$ cat src/aliquot_sum_classifier_assert.svh
// Assertion macros for the aliquot sum classifier datapath.
`ifndef ALIQUOT_SUM_CLASSIFIER_ASSERT_SVH
`define ALIQUOT_SUM_CLASSIFIER_ASSERT_SVH
`ifndef ASSERT_OFF
`define ASC_ASSERT_NOW(label, pre, post) \
	label: assert property (@(posedge clk) disable iff (!arst_n) (pre) |-> (post)) \
		else $error("same-cycle check failed");
`define ASC_ASSERT_NEXT(label, pre, post) \
	label: assert property (@(posedge clk) disable iff (!arst_n) (pre) |=> (post)) \
		else $error("next-cycle check failed");
`else
`define ASC_ASSERT_NOW(label, pre, post)
`define ASC_ASSERT_NEXT(label, pre, post)
`endif
`endif

$ cat src/asc_pkg.sv
// Shared types, codes and microcode table of the aliquot sum classifier.
package asc_pkg;

	localparam int NUMBER_BITS_DEF = 16;
	localparam int SUM_OUT_W       = 18;
	localparam int CLASS_W         = 2;
	localparam int COUNT_W         = 32;
	localparam int OUT_DATA_W      = 120;
	localparam logic [SUM_OUT_W-1:0] SUM_MAX = 18'h3FFFF;

	typedef enum logic [CLASS_W-1:0] {
		CLS_DEFICIENT = 2'd0,
		CLS_PERFECT   = 2'd1,
		CLS_ABUNDANT  = 2'd2
	} class_t;

	typedef logic [2:0] step_t;
	localparam step_t STEP_IDLE = 3'd0;
	localparam step_t STEP_FIX  = 3'd1;
	localparam step_t STEP_TEST = 3'd2;
	localparam step_t STEP_NEXT = 3'd3;
	localparam step_t STEP_EMIT = 3'd4;

	typedef enum logic [2:0] {
		OP_LOAD = 3'd0,
		OP_FIX  = 3'd1,
		OP_ACC  = 3'd2,
		OP_STEP = 3'd3,
		OP_EMIT = 3'd4
	} op_t;

	typedef enum logic [2:0] {
		CND_ALWAYS   = 3'd0,
		CND_IN_VALID = 3'd1,
		CND_R_NEG    = 3'd2,
		CND_D_GT_Q   = 3'd3,
		CND_OUT_BUSY = 3'd4
	} cond_t;

	// One control word: on a true condition go to tgt_hit, otherwise tgt_miss.
	typedef struct packed {
		logic  accept;
		op_t   op;
		cond_t cond;
		step_t tgt_hit;
		step_t tgt_miss;
	} uword_t;

	typedef struct packed {
		op_t  op;
		logic hit;
	} ctrl_t;

	typedef struct packed {
		logic in_valid;
		logic r_neg;
		logic d_gt_q;
		logic out_busy;
	} status_t;

	function automatic uword_t ucode(step_t pc);
		uword_t w;
		unique case (pc)
			STEP_IDLE: w = '{1'b1, OP_LOAD, CND_IN_VALID, STEP_FIX,  STEP_IDLE};
			STEP_FIX:  w = '{1'b0, OP_FIX,  CND_R_NEG,    STEP_FIX,  STEP_TEST};
			STEP_TEST: w = '{1'b0, OP_ACC,  CND_D_GT_Q,   STEP_EMIT, STEP_NEXT};
			STEP_NEXT: w = '{1'b0, OP_STEP, CND_ALWAYS,   STEP_FIX,  STEP_FIX};
			STEP_EMIT: w = '{1'b0, OP_EMIT, CND_OUT_BUSY, STEP_EMIT, STEP_IDLE};
			default:   w = '{1'b0, OP_STEP, CND_ALWAYS,   STEP_IDLE, STEP_IDLE};
		endcase
		return w;
	endfunction

endpackage

$ cat src/aliquot_sum_classifier.sv
// Top level of the aliquot sum classifier: deficient, perfect or abundant.
// Run time per item is set by the remainder fix-up step: one quotient decrement per cycle
// while the divisor walks from 1 to sqrt(n), and three microcode steps per candidate.
// A new item is taken while the last result waits; the next result is held until that one is taken.
// Reset (arst_n low, asynchronous): step counter to idle, counters cleared, no result held.
module aliquot_sum_classifier #(
	parameter int NUMBER_BITS = asc_pkg::NUMBER_BITS_DEF
) (
	input  logic                            clk,
	input  logic                            arst_n,
	// Input item stream.
	input  logic                            s_axis_tvalid,
	output logic                            s_axis_tready,
	input  logic [((NUMBER_BITS+7)/8)*8-1:0] s_axis_tdata,  // number, zero padding
	// Result item stream.
	output logic                            m_axis_tvalid,
	input  logic                            m_axis_tready,
	output logic [asc_pkg::OUT_DATA_W-1:0]  m_axis_tdata   // divisor_sum, number_class,
	                                                       // deficient_count, perfect_count,
	                                                       // abundant_count, zero padding
);

	localparam int PAD_W = asc_pkg::OUT_DATA_W - asc_pkg::SUM_OUT_W - asc_pkg::CLASS_W
		- 3 * asc_pkg::COUNT_W;

	asc_pkg::ctrl_t   ctrl;
	asc_pkg::status_t status;

	logic [asc_pkg::SUM_OUT_W-1:0] divisor_sum;
	logic [asc_pkg::CLASS_W-1:0]   number_class;
	logic [asc_pkg::COUNT_W-1:0]   deficient_count;
	logic [asc_pkg::COUNT_W-1:0]   perfect_count;
	logic [asc_pkg::COUNT_W-1:0]   abundant_count;

	// The microcode program: idle/load, remainder fix-up, divisor test and accumulate,
	// advance to the next candidate, then emit once the candidate passes sqrt(n).
	asc_sequencer u_seq (
		.clk    (clk),
		.arst_n (arst_n),
		.status (status),
		.ctrl   (ctrl),
		.accept (s_axis_tready)
	);

	// Datapath: walks quotient and remainder of n by d incrementally, so no divider is
	// needed; sums divisor pairs, classes the item and holds the result until taken.
	asc_datapath #(
		.NUMBER_BITS (NUMBER_BITS)
	) u_dp (
		.clk             (clk),
		.arst_n          (arst_n),
		.ctrl            (ctrl),
		.status          (status),
		.in_valid        (s_axis_tvalid),
		.number          (s_axis_tdata[NUMBER_BITS-1:0]),
		.out_ready       (m_axis_tready),
		.out_valid       (m_axis_tvalid),
		.divisor_sum     (divisor_sum),
		.number_class    (number_class),
		.deficient_count (deficient_count),
		.perfect_count   (perfect_count),
		.abundant_count  (abundant_count)
	);

	// Pack fields lowest first.
	assign m_axis_tdata = {{PAD_W{1'b0}}, abundant_count, perfect_count, deficient_count,
		number_class, divisor_sum};

endmodule

$ cat src/asc_sequencer.sv
// Step counter, microcode lookup and branch logic.
module asc_sequencer (
	input  logic             clk,
	input  logic             arst_n,
	input  asc_pkg::status_t status,
	output asc_pkg::ctrl_t   ctrl,
	output logic             accept
);

	asc_pkg::step_t  pc_q;
	asc_pkg::uword_t uw;
	logic            hit;

	assign uw = asc_pkg::ucode(pc_q);

	always_comb begin
		unique case (uw.cond)
			asc_pkg::CND_ALWAYS:   hit = 1'b1;
			asc_pkg::CND_IN_VALID: hit = status.in_valid;
			asc_pkg::CND_R_NEG:    hit = status.r_neg;
			asc_pkg::CND_D_GT_Q:   hit = status.d_gt_q;
			asc_pkg::CND_OUT_BUSY: hit = status.out_busy;
			default:               hit = 1'b0;
		endcase
	end

	assign ctrl.op  = uw.op;
	assign ctrl.hit = hit;
	assign accept   = uw.accept;

	always_ff @(posedge clk or negedge arst_n) begin
		if (!arst_n) begin
			pc_q <= asc_pkg::STEP_IDLE;
		end else begin
			pc_q <= hit ? uw.tgt_hit : uw.tgt_miss;
		end
	end

endmodule

$ cat src/asc_datapath.sv
// Quotient/remainder walk, divisor accumulator, classifier and result register.
`include "aliquot_sum_classifier_assert.svh"
module asc_datapath #(
	parameter int NUMBER_BITS = asc_pkg::NUMBER_BITS_DEF
) (
	input  logic                                clk,
	input  logic                                arst_n,
	input  asc_pkg::ctrl_t                      ctrl,
	output asc_pkg::status_t                    status,
	input  logic                                in_valid,
	input  logic [NUMBER_BITS-1:0]              number,
	input  logic                                out_ready,
	output logic                                out_valid,
	output logic [asc_pkg::SUM_OUT_W-1:0]       divisor_sum,
	output logic [asc_pkg::CLASS_W-1:0]         number_class,
	output logic [asc_pkg::COUNT_W-1:0]         deficient_count,
	output logic [asc_pkg::COUNT_W-1:0]         perfect_count,
	output logic [asc_pkg::COUNT_W-1:0]         abundant_count
);

	localparam int NB    = NUMBER_BITS;
	localparam int RW    = NB + 2;
	localparam int SW    = NB + 3;
	localparam int CMP_W = (SW > asc_pkg::SUM_OUT_W) ? SW : asc_pkg::SUM_OUT_W;
	localparam int CW    = asc_pkg::COUNT_W;

	logic [NB-1:0] n_q;
	logic [NB-1:0] d_q;
	logic [NB-1:0] q_q;
	logic [RW-1:0] r_q;
	logic [SW-1:0] total_q;

	logic                          out_valid_q;
	logic [asc_pkg::SUM_OUT_W-1:0] sum_q;
	asc_pkg::class_t               class_q;
	logic [CW-1:0]                 deficient_q;
	logic [CW-1:0]                 perfect_q;
	logic [CW-1:0]                 abundant_q;

	logic                          emit;
	logic [SW-1:0]                 pair_sum;
	logic [SW-1:0]                 aliquot;
	logic [CMP_W-1:0]              aliquot_wide;
	logic [asc_pkg::SUM_OUT_W-1:0] sum_sat;
	asc_pkg::class_t               cls;

	assign status.in_valid = in_valid;
	assign status.r_neg    = r_q[RW-1];
	assign status.d_gt_q   = d_q > q_q;
	assign status.out_busy = out_valid_q && !out_ready;

	assign emit = (ctrl.op == asc_pkg::OP_EMIT) && !ctrl.hit;

	// Both members of a divisor pair; the square root counts once.
	assign pair_sum = SW'(d_q) + ((q_q != d_q) ? SW'(q_q) : '0);

	// Divisor total includes n itself, so drop it here.
	assign aliquot      = total_q - SW'(n_q);
	assign aliquot_wide = CMP_W'(aliquot);
	assign sum_sat      = (aliquot_wide > CMP_W'(asc_pkg::SUM_MAX)) ? asc_pkg::SUM_MAX
		: aliquot_wide[asc_pkg::SUM_OUT_W-1:0];

	always_comb begin
		priority if (aliquot < SW'(n_q)) begin
			cls = asc_pkg::CLS_DEFICIENT;
		end else if (aliquot == SW'(n_q)) begin
			cls = asc_pkg::CLS_PERFECT;
		end else begin
			cls = asc_pkg::CLS_ABUNDANT;
		end
	end

	// Invariant: n = q * d + r, with r held in two's complement.
	always_ff @(posedge clk) begin
		unique case (ctrl.op)
			asc_pkg::OP_LOAD: begin
				if (ctrl.hit) begin
					n_q     <= number;
					d_q     <= NB'(1);
					q_q     <= number;
					r_q     <= '0;
					total_q <= '0;
				end
			end
			asc_pkg::OP_FIX: begin
				if (ctrl.hit) begin
					r_q <= r_q + RW'(d_q);
					q_q <= q_q - NB'(1);
				end
			end
			asc_pkg::OP_ACC: begin
				if (!ctrl.hit && (r_q == '0)) begin
					total_q <= total_q + pair_sum;
				end
			end
			asc_pkg::OP_STEP: begin
				d_q <= d_q + NB'(1);
				r_q <= r_q - RW'(q_q);
			end
			asc_pkg::OP_EMIT: begin
				if (emit) begin
					sum_q   <= sum_sat;
					class_q <= cls;
				end
			end
			default: begin
			end
		endcase
	end

	always_ff @(posedge clk or negedge arst_n) begin
		if (!arst_n) begin
			out_valid_q <= 1'b0;
			deficient_q <= '0;
			perfect_q   <= '0;
			abundant_q  <= '0;
		end else begin
			if (emit) begin
				out_valid_q <= 1'b1;
				unique case (cls)
					asc_pkg::CLS_DEFICIENT: begin
						if (deficient_q != '1) deficient_q <= deficient_q + CW'(1);
					end
					asc_pkg::CLS_PERFECT: begin
						if (perfect_q != '1) perfect_q <= perfect_q + CW'(1);
					end
					asc_pkg::CLS_ABUNDANT: begin
						if (abundant_q != '1) abundant_q <= abundant_q + CW'(1);
					end
					default: begin
					end
				endcase
			end else if (out_ready) begin
				out_valid_q <= 1'b0;
			end
		end
	end

	assign out_valid       = out_valid_q;
	assign divisor_sum     = sum_q;
	assign number_class    = class_q;
	assign deficient_count = deficient_q;
	assign perfect_count   = perfect_q;
	assign abundant_count  = abundant_q;

	`ASC_ASSERT_NOW(a_rem_in_range, ctrl.op == asc_pkg::OP_ACC, !r_q[RW-1] && (r_q < RW'(d_q)))
	`ASC_ASSERT_NOW(a_fix_quotient, (ctrl.op == asc_pkg::OP_FIX) && ctrl.hit, q_q != '0)
	`ASC_ASSERT_NEXT(a_counts_hold, out_valid_q && !out_ready, $stable(deficient_q) && $stable(perfect_q) && $stable(abundant_q))

endmodule

$ cat config.mk
export PLATFORM = sky130hd
export DESIGN_NAME = aliquot_sum_classifier
export DESIGN_NICKNAME = d
export VERILOG_FILES = /design/src/asc_pkg.sv /design/src/aliquot_sum_classifier.sv /design/src/asc_sequencer.sv /design/src/asc_datapath.sv
export VERILOG_INCLUDE_DIRS = /design/src /design/src/src
export SDC_FILE = /design/constraint.sdc
export NUM_CORES = 1
export LEC_CHECK = 0
export BUFFER_PORTS_ARGS = -buffer_cell sky130_fd_sc_hd__buf_4
export CAP_MARGIN = 0
export CORE_ASPECT_RATIO = 0.6
export CORE_UTILIZATION = 47
export DETAILED_ROUTE_END_ITERATION = 12
export PLACE_DENSITY = 0.78
export SLEW_MARGIN = 25
export SYNTH_ARGS = -nofsm -noshare
export SYNTH_HDL_FRONTEND = slang
export SYNTH_SLANG_ARGS = --single-unit
$ cat constraint.sdc
create_clock -name clk -period 10.5 [get_ports clk]
set_clock_uncertainty 0.2 [all_clocks]
set_input_delay 1.05 -clock clk [delete_from_list [all_inputs] [get_ports clk]]
set_output_delay 1.05 -clock clk [all_outputs]
set_load 0.01 [all_outputs]
== Word-level counts from Yosys, hierarchy flattened ==
Index checks and enable logic that the tools add are counted.

* Output and inout bits: 122
* Memory bits (read-only): 0
* Word-level logic and storage cells: 90
* Input bits: 20
* Latch bits: 0
* Memory bits (writable): 0
* Memories kept: 0
* Bits in registers: 205

* $mul: 0
* Divide/modulo/power cells: 0
* Bitwise gates (word level): 0
* Magnitude comparators: 3
* Equal/unequal tests: 22
* Reductions and logical operators: 24
* Shifts and indexed selects: 0
* Add/sub/neg operators: 10
* Muxes and demuxes: 19

{| class="wikitable"
|+ Operator list
! cell !! count
|-
| $add 32x1->32 const B || 3
|-
| $ne 32x32->1 const B || 3
|-
| $pmux 13 s5 || 1
|-
| $mux 16 || 4
|-
| $pmux 16 s2 || 2
|-
| $pmux 18 s3 || 1
|-
| $mux 19 || 2
|-
| $pmux 19 s2 || 1
|-
| $mux 18 || 2
|-
| $add 16x19->19 || 1
|-
| $add 19x19->19 || 1
|-
| $eq 19x16->1 || 1
|-
| $gt 19x18->1 const B || 1
|-
| $lt 19x16->1 || 1
|-
| $sub 19x16->19 || 1
|-
| $add 18x16->18 || 1
|-
| $eq 3x2->1 const B || 6
|-
| $logic_not 18->1 || 1
|-
| $reduce_and 3->1 || 6
|-
| $sub 18x16->18 || 1
|-
| $add 16x1->16 const B || 1
|-
| $gt 16x16->1 || 1
|-
| $ne 16x16->1 || 1
|-
| $sub 16x1->16 const B || 1
|-
| other kinds (17) || 34
|}

== Depth between registers and ports, before layout ==
Gate-level depths: netlist of the first run.

* Depth after elaboration: 8
* Mapped depth: 21
* Gate-level depth less buffers: 19

== Cells and area by module ==
Synthesis of the first run repeated with hierarchy kept, for this count alone.

* Cell total of the unflattened synthesis: 1,309
* Area total of the unflattened synthesis: 13,117.6 um2

{| class="wikitable"
|+ By module, submodules not included
! module !! instances !! cells each !! seq. area each (um2) !! area an instance (um2)
|-
| asc_datapath || 1 || 1,277 || 5,580.4 || 12,826.1
|-
| asc_sequencer || 1 || 27 || 75.1 || 257.7
|-
| aliquot_sum_classifier || 1 || 5 || 0.0 || 33.8
|}

== Least setup slack after synthesis of the first run ==
OpenSTA, ideal clock, no wires.

* Path type: flip-flop to flip-flop
* From: register u_dp.d_q[13]
* To: register u_dp.total_q[15], data pin
* Arrival: 4.128 ns
* Stages on the path, launching flop included: 15
* Data required time: 10.034 ns
* Period minus slack after synthesis: 4.594 ns
* Path slack: 5.906 ns
* Path buffers: 1
* Library setup time: 0.266 ns
* Cell sequence: edfxtp_1 -> ha_1 -> nand4_1 -> nor2_1 -> clkbuf_1 -> a31oi_1 -> fa_1 -> ha_1 -> a2111oi_0 -> a21oi_1 -> a221o_1 -> a41oi_1 -> nor2b_1 -> xor2_1 -> nor2_1

* Word-level cells in the longest chain between the ends: 6

{| class="wikitable"
|+ RTL lines
! item !! line !! text
|-
| from (decl) || asc_datapath.sv:28 || <nowiki>logic [NB-1:0] d_q;</nowiki>
|-
| from (signal assigned) || asc_datapath.sv:97 || <nowiki>d_q <= d_q + NB'(1);</nowiki>
|-
| $ne 16x16->1 || asc_datapath.sv:55 || <nowiki>assign pair_sum = SW'(d_q) + ((q_q != d_q) ? SW'(q_q) : '0);</nowiki>
|-
| $mux 16 || asc_datapath.sv:55 ||
|-
| $add 16x19->19 * || asc_datapath.sv:55 ||
|-
| $add 19x19->19 * || asc_datapath.sv:93 || <nowiki>total_q <= total_q + pair_sum;</nowiki>
|-
| $mux 19 * || asc_datapath.sv:92 || <nowiki>if (!ctrl.hit && (r_q == '0)) begin</nowiki>
|-
| $pmux 19 s2 * || asc_datapath.sv:75 || <nowiki>unique case (ctrl.op)</nowiki>
|-
| to (signal assigned) || asc_datapath.sv:93 ||
|-
| to (decl) || asc_datapath.sv:31 || <nowiki>logic [SW-1:0] total_q;</nowiki>
|}

Every way passes the cells marked *; elsewhere a longest branch is shown, timed or not. The select of a mux whose other input is x is not followed.
A chain may end at the register's enable or synchronous reset.

== Final worst setup path of the first run ==
* From: register u_dp.n_q[0]
* To: register u_dp.perfect_q[15], in the netlist u_dp.perfect_count[15]

* Word-level cells in the longest chain between the ends: 6
* Elaborated cells on any way between the ends: 7
* Classes of those cells: add/sub: 1; order compare: 1; eq/ne: 2; mux: 2; reduce/logical: 1

{| class="wikitable"
|+ RTL lines
! item !! line !! text
|-
| from (decl) || asc_datapath.sv:27 || <nowiki>logic [NB-1:0] n_q;</nowiki>
|-
| from (signal assigned) || asc_datapath.sv:78 || <nowiki>n_q <= number;</nowiki>
|-
| $sub 19x16->19 * || asc_datapath.sv:58 || <nowiki>assign aliquot = total_q - SW'(n_q);</nowiki>
|-
| named net u_dp.aliquot[14] || asc_datapath.sv:42 || <nowiki>logic [SW-1:0] aliquot;</nowiki>
|-
| parallel branches: the longest is 2 deep, another holds $lt 19x16->1 || -- ||
|-
| $mux 2 * || asc_datapath.sv:64 || <nowiki>priority if (aliquot < SW'(n_q)) begin</nowiki>
|-
| $eq 2x1->1 * || asc_datapath.sv:120 || <nowiki>unique case (cls)</nowiki>
|-
| $reduce_and 3->1 (no source line) * || -- ||
|-
| to (signal assigned) || asc_datapath.sv:125 || <nowiki>if (perfect_q != '1) perfect_q <= perfect_q + CW'(1);</nowiki>
|-
| to (decl) || asc_datapath.sv:37 || <nowiki>logic [CW-1:0] perfect_q;</nowiki>
|}

Mark *: on every way through the listed nets, which the timed path passes.

==> results.yml, run 1 <==
outcome:
  outcome: "finished, final reports clean"
yosys:
  synthArstFlopShare: 0.488
  synthCells: 1258
  synth_area_sq_mm: 0.0129
  netlist-cell-type-count: 75
  syn_avg_cell_area_sq_um: 10.2
  synth_top_flop_cell: "edfxtp_1"
  synth_seq_cells: 205
  yosysSeqAreaShare: 0.440
  synth_warnings: 0
  synth_edf_count: 105
routing:
  routed-wl-met3_um: 2770
  dr.max_layer_used: "met4"
  wl_met2_um: 12500
  drcViolationCount: 0
  wirelength_met1_um: 16100
  avgRoutedWirePerCell_um: 18.0
  detailroute.via_count: 10100
  drt_iter0_drc: 920
  ant_nets: 0
  drt-total-wl_um: 31700
  vias_per_cell: 5.73
  firstDrtPassIters: 5
floorplan:
  rows: 46
  core_sq_mm: 0.0266
  initial_core_util: 0.482
  die_y_um: 130
  die_area_sq_mm: 0.0280
  die_x_um: 216
  io_pins: 142
critical_path:
  slowest_stage: "nor4b_4"
  r2r_slack_ns: 4.57
  crit-reg2reg-capture: "u_dp.perfect_count[15]"
  worstSetupPathType: "reg2reg"
  cp.required_ns: 10.74
  reg2reg_from: "u_dp.n_q[0]"
  reg2reg_depth: 16
  critPathMaxStageDelay_ns: 0.88
  arrival_ns: 6.17
  critical_path.max_fanout: 18
  crit_chain: "ha_1 > fa_1 > nand2b_1 > a2111oi_2 > or2_2 > a21oi_1 > o21ai_0 > xnor2_1 > ha_1 > nand4_1 > nor2_1 > nor4bb_1 > nor4b_4 > nand2_1 > nor4_1 > xor2_1"
  crit_path_frequent_cell: "ha_1"
  crit_path_end_kind: "flip-flop"
  startpoint_type: "flip-flop"
cts:
  cts_buffer_depth: 3
  post_cts_resized: 0
  htree_levels: 1
  post_cts_buffers: 0
  cts_tree: "yes"
  path_clk_slew_ns: 0.07
  cts-hold-fix-buffers: 0
  clk_latency_ns: 0.52
  numCtsBuffers: 20
  clock-sinks: 205
  root_buffer: "clkbuf_16"
placed_design:
  gp_congestion: 0.917
  dp_hpwl_um: 24100
  port_buffers: 137
  dp_cells: 1727
global_route:
  grt_max_degree: 65
  grt_first_pass_wirelength_um: 49800
  overflow: 0
  antenna_found_initial: 0
  grt_pass1_vias: 9105
  track_usage: 0.223
hold_path:
  hp-class: "in2async"
sta:
  setup_tns_ns: 0
  setup_viol: 0
  fin_crit_ns: 5.93
  timing.fmax_mhz: 169
  worstMarginPinSlew_ns: 1.10
  finalHoldViolations: 0
  fin_crit_sh: 0.565
  slew_headroom: 0.259
  rsz0062_at_grt: "no"
  slew_violations: 0
cells_and_area:
  antenna_cells: 0
  drive_gt1_frac: 0.145
  syn2layout_area_growth_pct: 16.2
  nets: 1515
  final_cell_count_no_fill: 1763
pwr:
  power.density_mw_per_mm2: 320
  irDropWorstVdd_v: 0.000156
  p_leak_nw: 6.68
flow_run:
  maxCapViolations: 0
==> state kept, by name, indices dropped and copies added, names as in the netlist <==
name and flops:
u_dp.abundant_count 32, u_dp.deficient_count 32, u_dp.perfect_count 32, u_dp.total_q 19, u_dp.divisor_sum 18, u_dp.r_q 18, u_dp.d_q 16, u_dp.n_q 16
u_dp.q_q 16, u_seq.pc_q 3, u_dp.number_class 2, u_dp.out_valid 1
==> per-stage QoR <==
stage          area [sq um]  worst slack [ns]  hold WS, ns  power [mW]  utilization
6_report              14900              4.57        0.286        4.78        0.561
5_1_grt               14900              4.22        0.304        5.16        0.561
4_1_cts               14900              4.65        0.292        4.75        0.560
3_5_place_dp          14200              4.71        0.283        3.93        0.533
3_3_place_gp          14200              4.69        0.277        3.85        0.533
2_1_floorplan         12900              5.91        0.315        3.32            -
==> layer usage <==
layer | global-route usage | vias to the layer above
met5 | 0 | -
met4 | 0.0396 | 0
met3 | 0.0415 | 39
met2 | 0.295 | 413
met1 | 0.370 | 4905
li1 | - | 4742
==> area by class of cell <==
| type | instances | area (sq um) |
|---|---|---|
| Timing Repair Buffer | 145 | 1090 |
| Sequential cell | 205 | 5660 |
| Multi-Input combinational cell | 954 | 6770 |
| Clock buffer | 28 | 668 |
| Fill cell | 2263 | 11700 |
| Inverter | 63 | 236 |
| Clock inverter | 8 | 68.8 |
| Tap cell | 360 | 450 |
==> where the power goes <==
group / internal (mW) / switching (mW) / total, mW
clock network: 0.472 / 0.324 / 0.796
logic: 1.09 / 1.56 / 2.65
registers: 1.14 / 0.203 / 1.34
total: 2.70 / 2.09 / 4.78
==> worst max-delay path by stage <==
stage | startpoint | endpoint | slack, ns
6_report | u_dp.n_q[0] | u_dp.perfect_count[15] | 4.57
5_1_grt | u_dp.n_q[0] | u_dp.perfect_count[15] | 4.22
4_1_cts | u_dp.n_q[0] | u_dp.perfect_count[15] | 4.65
3_5_place_dp | u_dp.n_q[0] | u_dp.perfect_count[15] | 4.71
3_3_place_gp | u_dp.n_q[0] | u_dp.perfect_count[15] | 4.69
2_1_floorplan | u_dp.d_q[13] | u_dp.total_q[15] | 5.91
==> critical path: cells and delay by family (launching register included) <==
kind | cells | cell delay (ns)
AO/OA/AOI/OAI | 3 | 0.88
XOR/XNOR | 2 | 0.31
adder cells (fa/ha/maj) | 3 | 0.96
flip-flops | 1 | 0.45
AND/OR/NAND/NOR | 8 | 3.06
==> synth_stat cells, types with 17 or more instances <==
cell	count	share of area
ha_1	87	0.085
nand4_1	45	0.022
a21oi_1	56	0.022
clkbuf_1	23	0.0067
xnor2_1	114	0.078
nand2b_1	30	0.015
dfrtp_1	100	0.19
and3_1	38	0.018
inv_1	63	0.018
a21o_1	25	0.015
xor2_1	54	0.037
nor2_1	98	0.029
nand3_1	47	0.018
edfxtp_1	105	0.25
nor3_1	24	0.0093
a31oi_1	17	0.0083
fa_1	19	0.030
o21ai_0	45	0.018
nand2_1	99	0.029
==> cells by family after synthesis <==
kind of cell,Yosys count,share of synthesized area
flops,205,0.440
fa+ha+maj,106,0.114
other cells,1,0.000292
compound gates,202,0.0996
xor+xnor,168,0.114
mux,5,0.00428
buf+inv,102,0.0347
simple gates,469,0.193
==> cell usage in the layout (no fill, tap or decap), drive strengths merged, types with 19 or more instances in the layout <==
cell / count
a21o: 25
fa: 19
buf: 145
xor2: 54
dfrtp: 100
o21ai: 57
nand4: 45
and3: 38
nand3: 47
edfxtp: 105
nor3: 25
clkbuf: 28
nand2: 100
inv: 63
xnor2: 114
a21oi: 56
ha: 87
nor2: 98
nand2b: 30
Note: power is estimated with default switching activity, not from simulation.
==> inputs of run 2 (changes only) <==
--- a/config.mk
+++ b/config.mk
@@ -11,7 +11,7 @@
 export CORE_ASPECT_RATIO = 0.6
 export CORE_UTILIZATION = 47
 export DETAILED_ROUTE_END_ITERATION = 12
-export PLACE_DENSITY = 0.78
+export PLACE_DENSITY = 0.81
 export SLEW_MARGIN = 25
 export SYNTH_ARGS = -nofsm -noshare
 export SYNTH_HDL_FRONTEND = slang
==> constraint.sdc (replaced) <==
create_clock -name clk -period 4.8 [get_ports clk]
set_clock_uncertainty 0.2 [all_clocks]
set_input_delay 0.48 -clock clk [delete_from_list [all_inputs] [get_ports clk]]
set_output_delay 0.48 -clock clk [all_outputs]
set_load 0.01 [all_outputs]
==> results.yml, run 2 (synthesis results as in run 1) <==
outcome:
  outcome: "complete, but fails checks"
  violations: "negative setup slack"
placed_design:
  port_buffers: 137
  dp_hpwl_um: 25500
  placed_area_sq_mm: 0.0146
  place_ws_ns: -0.0607
  dp_cells: 1777
  gp_congestion: 0.916
critical_path:
  crit-reg2reg-capture: "u_dp.deficient_count[22]"
  crit_chain: "inv_2 > ha_2 > fa_2 > nand2b_4 > a2111oi_4 > or2_4 > a21oi_4 > xnor2_2 > ha_1 > a21o_1 > a21oi_2 > o21ai_1 > a2111oi_2 > buf_4 > a21oi_2 > nor4b_4 > buf_6 > and3_1 > and3_1 > xor2_1"
  crit_path_end_kind: "flip-flop"
  slowest_stage: "a2111oi_4"
  reg2reg_depth: 20
  worstSetupPathType: "reg2reg"
  critPathLaunch: "u_dp.total_q[0]"
  critical_path.max_fanout: 5
  cp.required_ns: 5.03
  cp_top_family: "compound AO/OA/AOI/OAI gates"
  startpoint_type: "flip-flop"
  critPathBufInv: 3
  arrival_ns: 5.05
  crit_end: "u_dp.deficient_count[22]"
  path_depth: 20
  r2r_slack_ns: -0.03
  reg2reg_from: "u_dp.total_q[0]"
  critPathMaxStageDelay_ns: 0.43
global_route:
  overflow: 0
  grt_pass1_vias: 9541
  antenna_found_initial: 0
  grt_max_degree: 66
  grt_first_pass_wirelength_um: 52100
  track_usage: 0.237
cells_and_area:
  final_cell_count_no_fill: 1844
  antenna_cells: 0
  final_common_cell: "buf_4"
  drive_gt1_frac: 0.194
  nets: 1596
  syn2layout_area_growth_pct: 22.0
  design_area_sq_mm: 0.0157
  layout_common_cells: "buf_4 (203), xnor2_1 (113), edfxtp_1 (105)"
  fin_util: 0.589
  n_fill_cell: 2185
routing:
  wirelength_met1_um: 16700
  routed-wl-met3_um: 3050
  dr.max_layer_used: "met4"
  drt_iter0_drc: 1007
  drcViolationCount: 0
  drt-total-wl_um: 34200
  ant_nets: 0
  detailroute.via_count: 10500
  vias_per_cell: 5.70
  firstDrtPassIters: 6
  avgRoutedWirePerCell_um: 18.5
  wl_met2_um: 13900
flow_run:
  maxCapViolations: 0
hold_path:
  hp-class: "in2reg"
sta:
  fin_crit_sh: 1.01
  worstMarginPinSlew_ns: 1.10
  worst_slack_ns: -0.0265
  timing.hold.ws_ns: 0.0858
  fin_crit_ns: 4.83
  slew_headroom: 0.262
  slew_violations: 0
  timing.fmax_mhz: 207
  setup_viol: 4
  finalHoldViolations: 0
cts:
  root_buffer: "clkbuf_16"
  cts_buffer_depth: 3
  clk_latency_ns: 0.52
  numCtsBuffers: 21
  htree_levels: 1
  cts_tree: "yes"
  clock-sinks: 205
  path_clk_slew_ns: 0.07
floorplan:
  die_y_um: 130
  initial_core_util: 0.482
  die_x_um: 216
  core_sq_mm: 0.0266
  rows: 46
  io_pins: 142
  die_area_sq_mm: 0.0280
pwr:
  irDropWorstVdd_v: 0.000435
  p_leak_nw: 7.06
  power.density_mw_per_mm2: 708
run 2: cell types whose count changed in the layout (fill, tap and decap cells not counted), moves of 4 or more:
cell / before / now
a21oi_1: 56 / 48
buf_4: 145 / 203
clkinv_2: 6 / 2
a21oi_2: 0 / 6
clkbuf_1: 1 / 5
dlygate4sd3_1: 0 / 17
run 2: layout make-up:
class / count / area, sq um / share of cell area
multi-input combinational: 954 / 6900 / 0.440
clock buffer: 31 / 647 / 0.0412
clock inverter: 6 / 37.5 / 0.00239
sequential: 205 / 5660 / 0.361
timing repair buffer: 225 / 1750 / 0.112
inverter: 63 / 236 / 0.0151
tap: 360 / 450 / 0.0287
run 2: layer usage:
metal / track usage / vias to the layer above
met3: 0.0515 / 39
met2: 0.327 / 424
met4: 0.0413 / 0
met1: 0.377 / 5130
li1: - / 4915
met5: 0 / -
run 2: through the flow:
step / TNS [ns] / power (mW)
2_1_floorplan: 0 / 7.27
3_3_place_gp: 0 / 8.69
4_1_cts: 0 / 10.7
5_1_grt: -5.01 / 11.9
6_report: -0.0718 / 11.1
3_5_place_dp: -0.546 / 8.94
run 2: worst min-delay path by stage:
stage | start | depth (start not counted) | to | slack [ns]
floorplan | arst_n | 0 | u_dp.abundant_count[0] | -0.02
global placement | u_dp.deficient_count[20] | 1 | u_dp.deficient_count[20] | 0.28
detailed placement | u_dp.abundant_count[12] | 1 | u_dp.abundant_count[12] | 0.28
CTS | m_axis_tready | 3 | u_dp.out_valid | 0.07
global route | m_axis_tready | 3 | u_dp.out_valid | 0.11
finish | m_axis_tready | 3 | u_dp.out_valid | 0.09
run 2: worst register-to-register path: cells and delay by family (launching register included):
family                     cells  cell delay [ns]
and+or+nand+nor                5             1.13
DFF                            1             0.37
buffers and inverters          3             0.41
adders and majority gates      3             0.90
AOI/OAI and AO/OA              7             1.41
xor gates and xnor gates       2             0.32
run 2: what timing repair did:
item	in CTS	in global routing
endpoints found under the setup margin	33	85
setup buffers	0	12
pin swaps	1	13
resized for setup	5	34
hold buffers	17	0
hold endpoints to repair	80	0
cloned	0	1
run 2: power by group:
group / switching (mW) / internal (mW)
logic: 3.85 / 2.79
clock network: 0.729 / 0.941
registers: 0.297 / 2.49
==> inputs of run 3 (changes only) <==
--- a/config.mk
+++ b/config.mk
@@ -11,7 +11,8 @@
 export CORE_ASPECT_RATIO = 0.6
 export CORE_UTILIZATION = 47
 export DETAILED_ROUTE_END_ITERATION = 12
-export PLACE_DENSITY = 0.81
+export PLACE_DENSITY = 0.75
+export RECOVER_POWER = 25
 export SLEW_MARGIN = 25
 export SYNTH_ARGS = -nofsm -noshare
 export SYNTH_HDL_FRONTEND = slang
==> results.yml, run 3 (synthesis results as in run 1) <==
routing:
  routed-wl-met3_um: 2390
  drt_iter0_drc: 904
  vias_per_cell: 5.64
  avgRoutedWirePerCell_um: 18.5
  drcViolationCount: 0
  detailroute.via_count: 10500
  drt-total-wl_um: 34300
  wl_met2_um: 14300
  dr.max_layer_used: "met4"
  firstDrtPassIters: 5
  wirelength_met1_um: 17200
  ant_nets: 0
critical_path:
  reg2reg_depth: 21
  crit-reg2reg-capture: "u_dp.deficient_count[27]"
  crit_path_end_kind: "flip-flop"
  startpoint_type: "flip-flop"
  worstSetupPathType: "reg2reg"
  critical_path.max_fanout: 7
  arrival_ns: 4.88
  r2r_slack_ns: 0.11
  reg2reg_from: "u_dp.total_q[0]"
  cp.required_ns: 4.99
sta:
  setup_tns_ns: 0
  rsz0062_at_grt: "yes"
  setup_viol: 0
  worstMarginPinSlew_ns: 3.27
  fin_crit_ns: 4.69
  fin_crit_sh: 0.977
  finalHoldViolations: 0
  timing.fmax_mhz: 213
  slew_violations: 61
  slew_headroom: -1.18
cells_and_area:
  final_common_cell: "buf_4"
  n_fill_cell: 2284
  antenna_cells: 0
  final_cell_count_no_fill: 1854
  layout_common_cells: "buf_4 (148), xnor2_1 (113), edfxtp_1 (105)"
  syn2layout_area_growth_pct: 21.0
  design_area_sq_mm: 0.0155
  nets: 1606
  drive_gt1_frac: 0.159
hold_path:
  hp-class: "in2reg"
  min-delay-start: "m_axis_tready"
  holdPathStages: 3
  holdPathEnd: "u_dp.out_valid"
cts:
  clock-sinks: 205
  numCtsBuffers: 21
  cts_tree: "yes"
  clk_latency_ns: 0.52
  path_clk_slew_ns: 0.07
  root_buffer: "clkbuf_16"
  htree_levels: 1
  cts_buffer_depth: 3
global_route:
  grt_pass1_vias: 9650
  grt_max_degree: 61
  antenna_found_initial: 0
  overflow: 0
  grt_first_pass_wirelength_um: 52700
  track_usage: 0.238
floorplan:
  rows: 46
  initial_core_util: 0.482
  die_x_um: 216
  io_pins: 142
  core_sq_mm: 0.0266
  die_y_um: 130
  die_area_sq_mm: 0.0280
pwr:
  p_leak_nw: 6.86
  irDropWorstVdd_v: 0.000420
  power.density_mw_per_mm2: 717
outcome:
  outcome: "complete, but fails checks"
  violations: "max-capacitance violations, max-slew violations"
placed_design:
  port_buffers: 137
  dp_hpwl_um: 25600
  dp_cells: 1786
  placed_area_sq_mm: 0.0146
  gp_congestion: 0.900
flow_run:
  maxCapViolations: 1
==> run 3: routing by layer <==
metal / global-route usage / up-vias
met5: 0 / -
met4: 0.0396 / 0
li1: - / 4920
met3: 0.0452 / 29
met2: 0.332 / 384
met1: 0.383 / 5117
==> run 3: layout make-up <==
class	count	area (sq um)	share of cell area
repair buffers	235	1580	0.101
flip-flops and latches	205	5660	0.364
inverters	63	236	0.0152
well taps	360	450	0.0290
clock inverters	11	111	0.00716
multi-input cells	954	6960	0.448
clock buffers	26	554	0.0356
==> run 3: where the power goes <==
| part | internal, mW | switching [mW] | total [mW] |
|---|---|---|---|
| Sequential | 2.49 | 0.291 | 2.78 |
| Clock | 0.931 | 0.718 | 1.65 |
| Combinational | 2.82 | 3.91 | 6.72 |
| Total | 6.23 | 4.92 | 11.2 |
==> run 3: stage by stage <==
stage               power (mW)   util  hold slack [ns]  worst slack, ns
floorplan                 7.27      -          -0.0156            0.206
global placement          8.75  0.549            0.278          -0.0291
detailed placement        8.98  0.549            0.282           -0.222
CTS                       10.7  0.582            0.103          0.00229
global route              12.0  0.584            0.163           -0.130
finish                    11.2  0.584            0.108            0.108
==> run 3: how the worst max path moves through the flow <==
stage | endpoint | depth (start not counted) | start | slack, ns
finish | u_dp.deficient_count[27] | 21 | u_dp.total_q[0] | 0.11
global route | u_dp.deficient_count[27] | 21 | u_dp.total_q[0] | -0.13
CTS | u_dp.abundant_count[5] | 20 | u_dp.total_q[0] | 0.002
detailed placement | u_dp.deficient_count[27] | 21 | u_dp.total_q[0] | -0.22
global placement | u_dp.deficient_count[27] | 21 | u_dp.total_q[0] | -0.03
floorplan | u_dp.total_q[15] | 14 | u_dp.d_q[13] | 0.21
==> run 3: repair_timing <==
item                                    CTS  global route
setup buffers                             0            14
endpoints found under the setup margin   73           104
hold endpoints to repair                 75             0
gates resized for setup                   4            43
pin swaps                                 0            11
hold buffers                             17             0
==> run 3: critical path, stage by stage, from the launching register on <==
cell and delay [ns]:
edfxtp_1 0.38, inv_2 0.07, ha_4 0.17, fa_2 0.37
nand2b_4 0.17, a2111oi_4 0.45, or2_4 0.23, a21oi_4 0.07
xnor2_2 0.16, ha_1 0.32, a21o_1 0.18, a21oi_2 0.17
o21ai_2 0.09, a2111oi_4 0.30, buf_4 0.18, a21oi_2 0.08
nor4b_4 0.21, buf_4 0.18, and3b_1 0.20, buf_6 0.13
nand4_1 0.11, xnor2_1 0.15
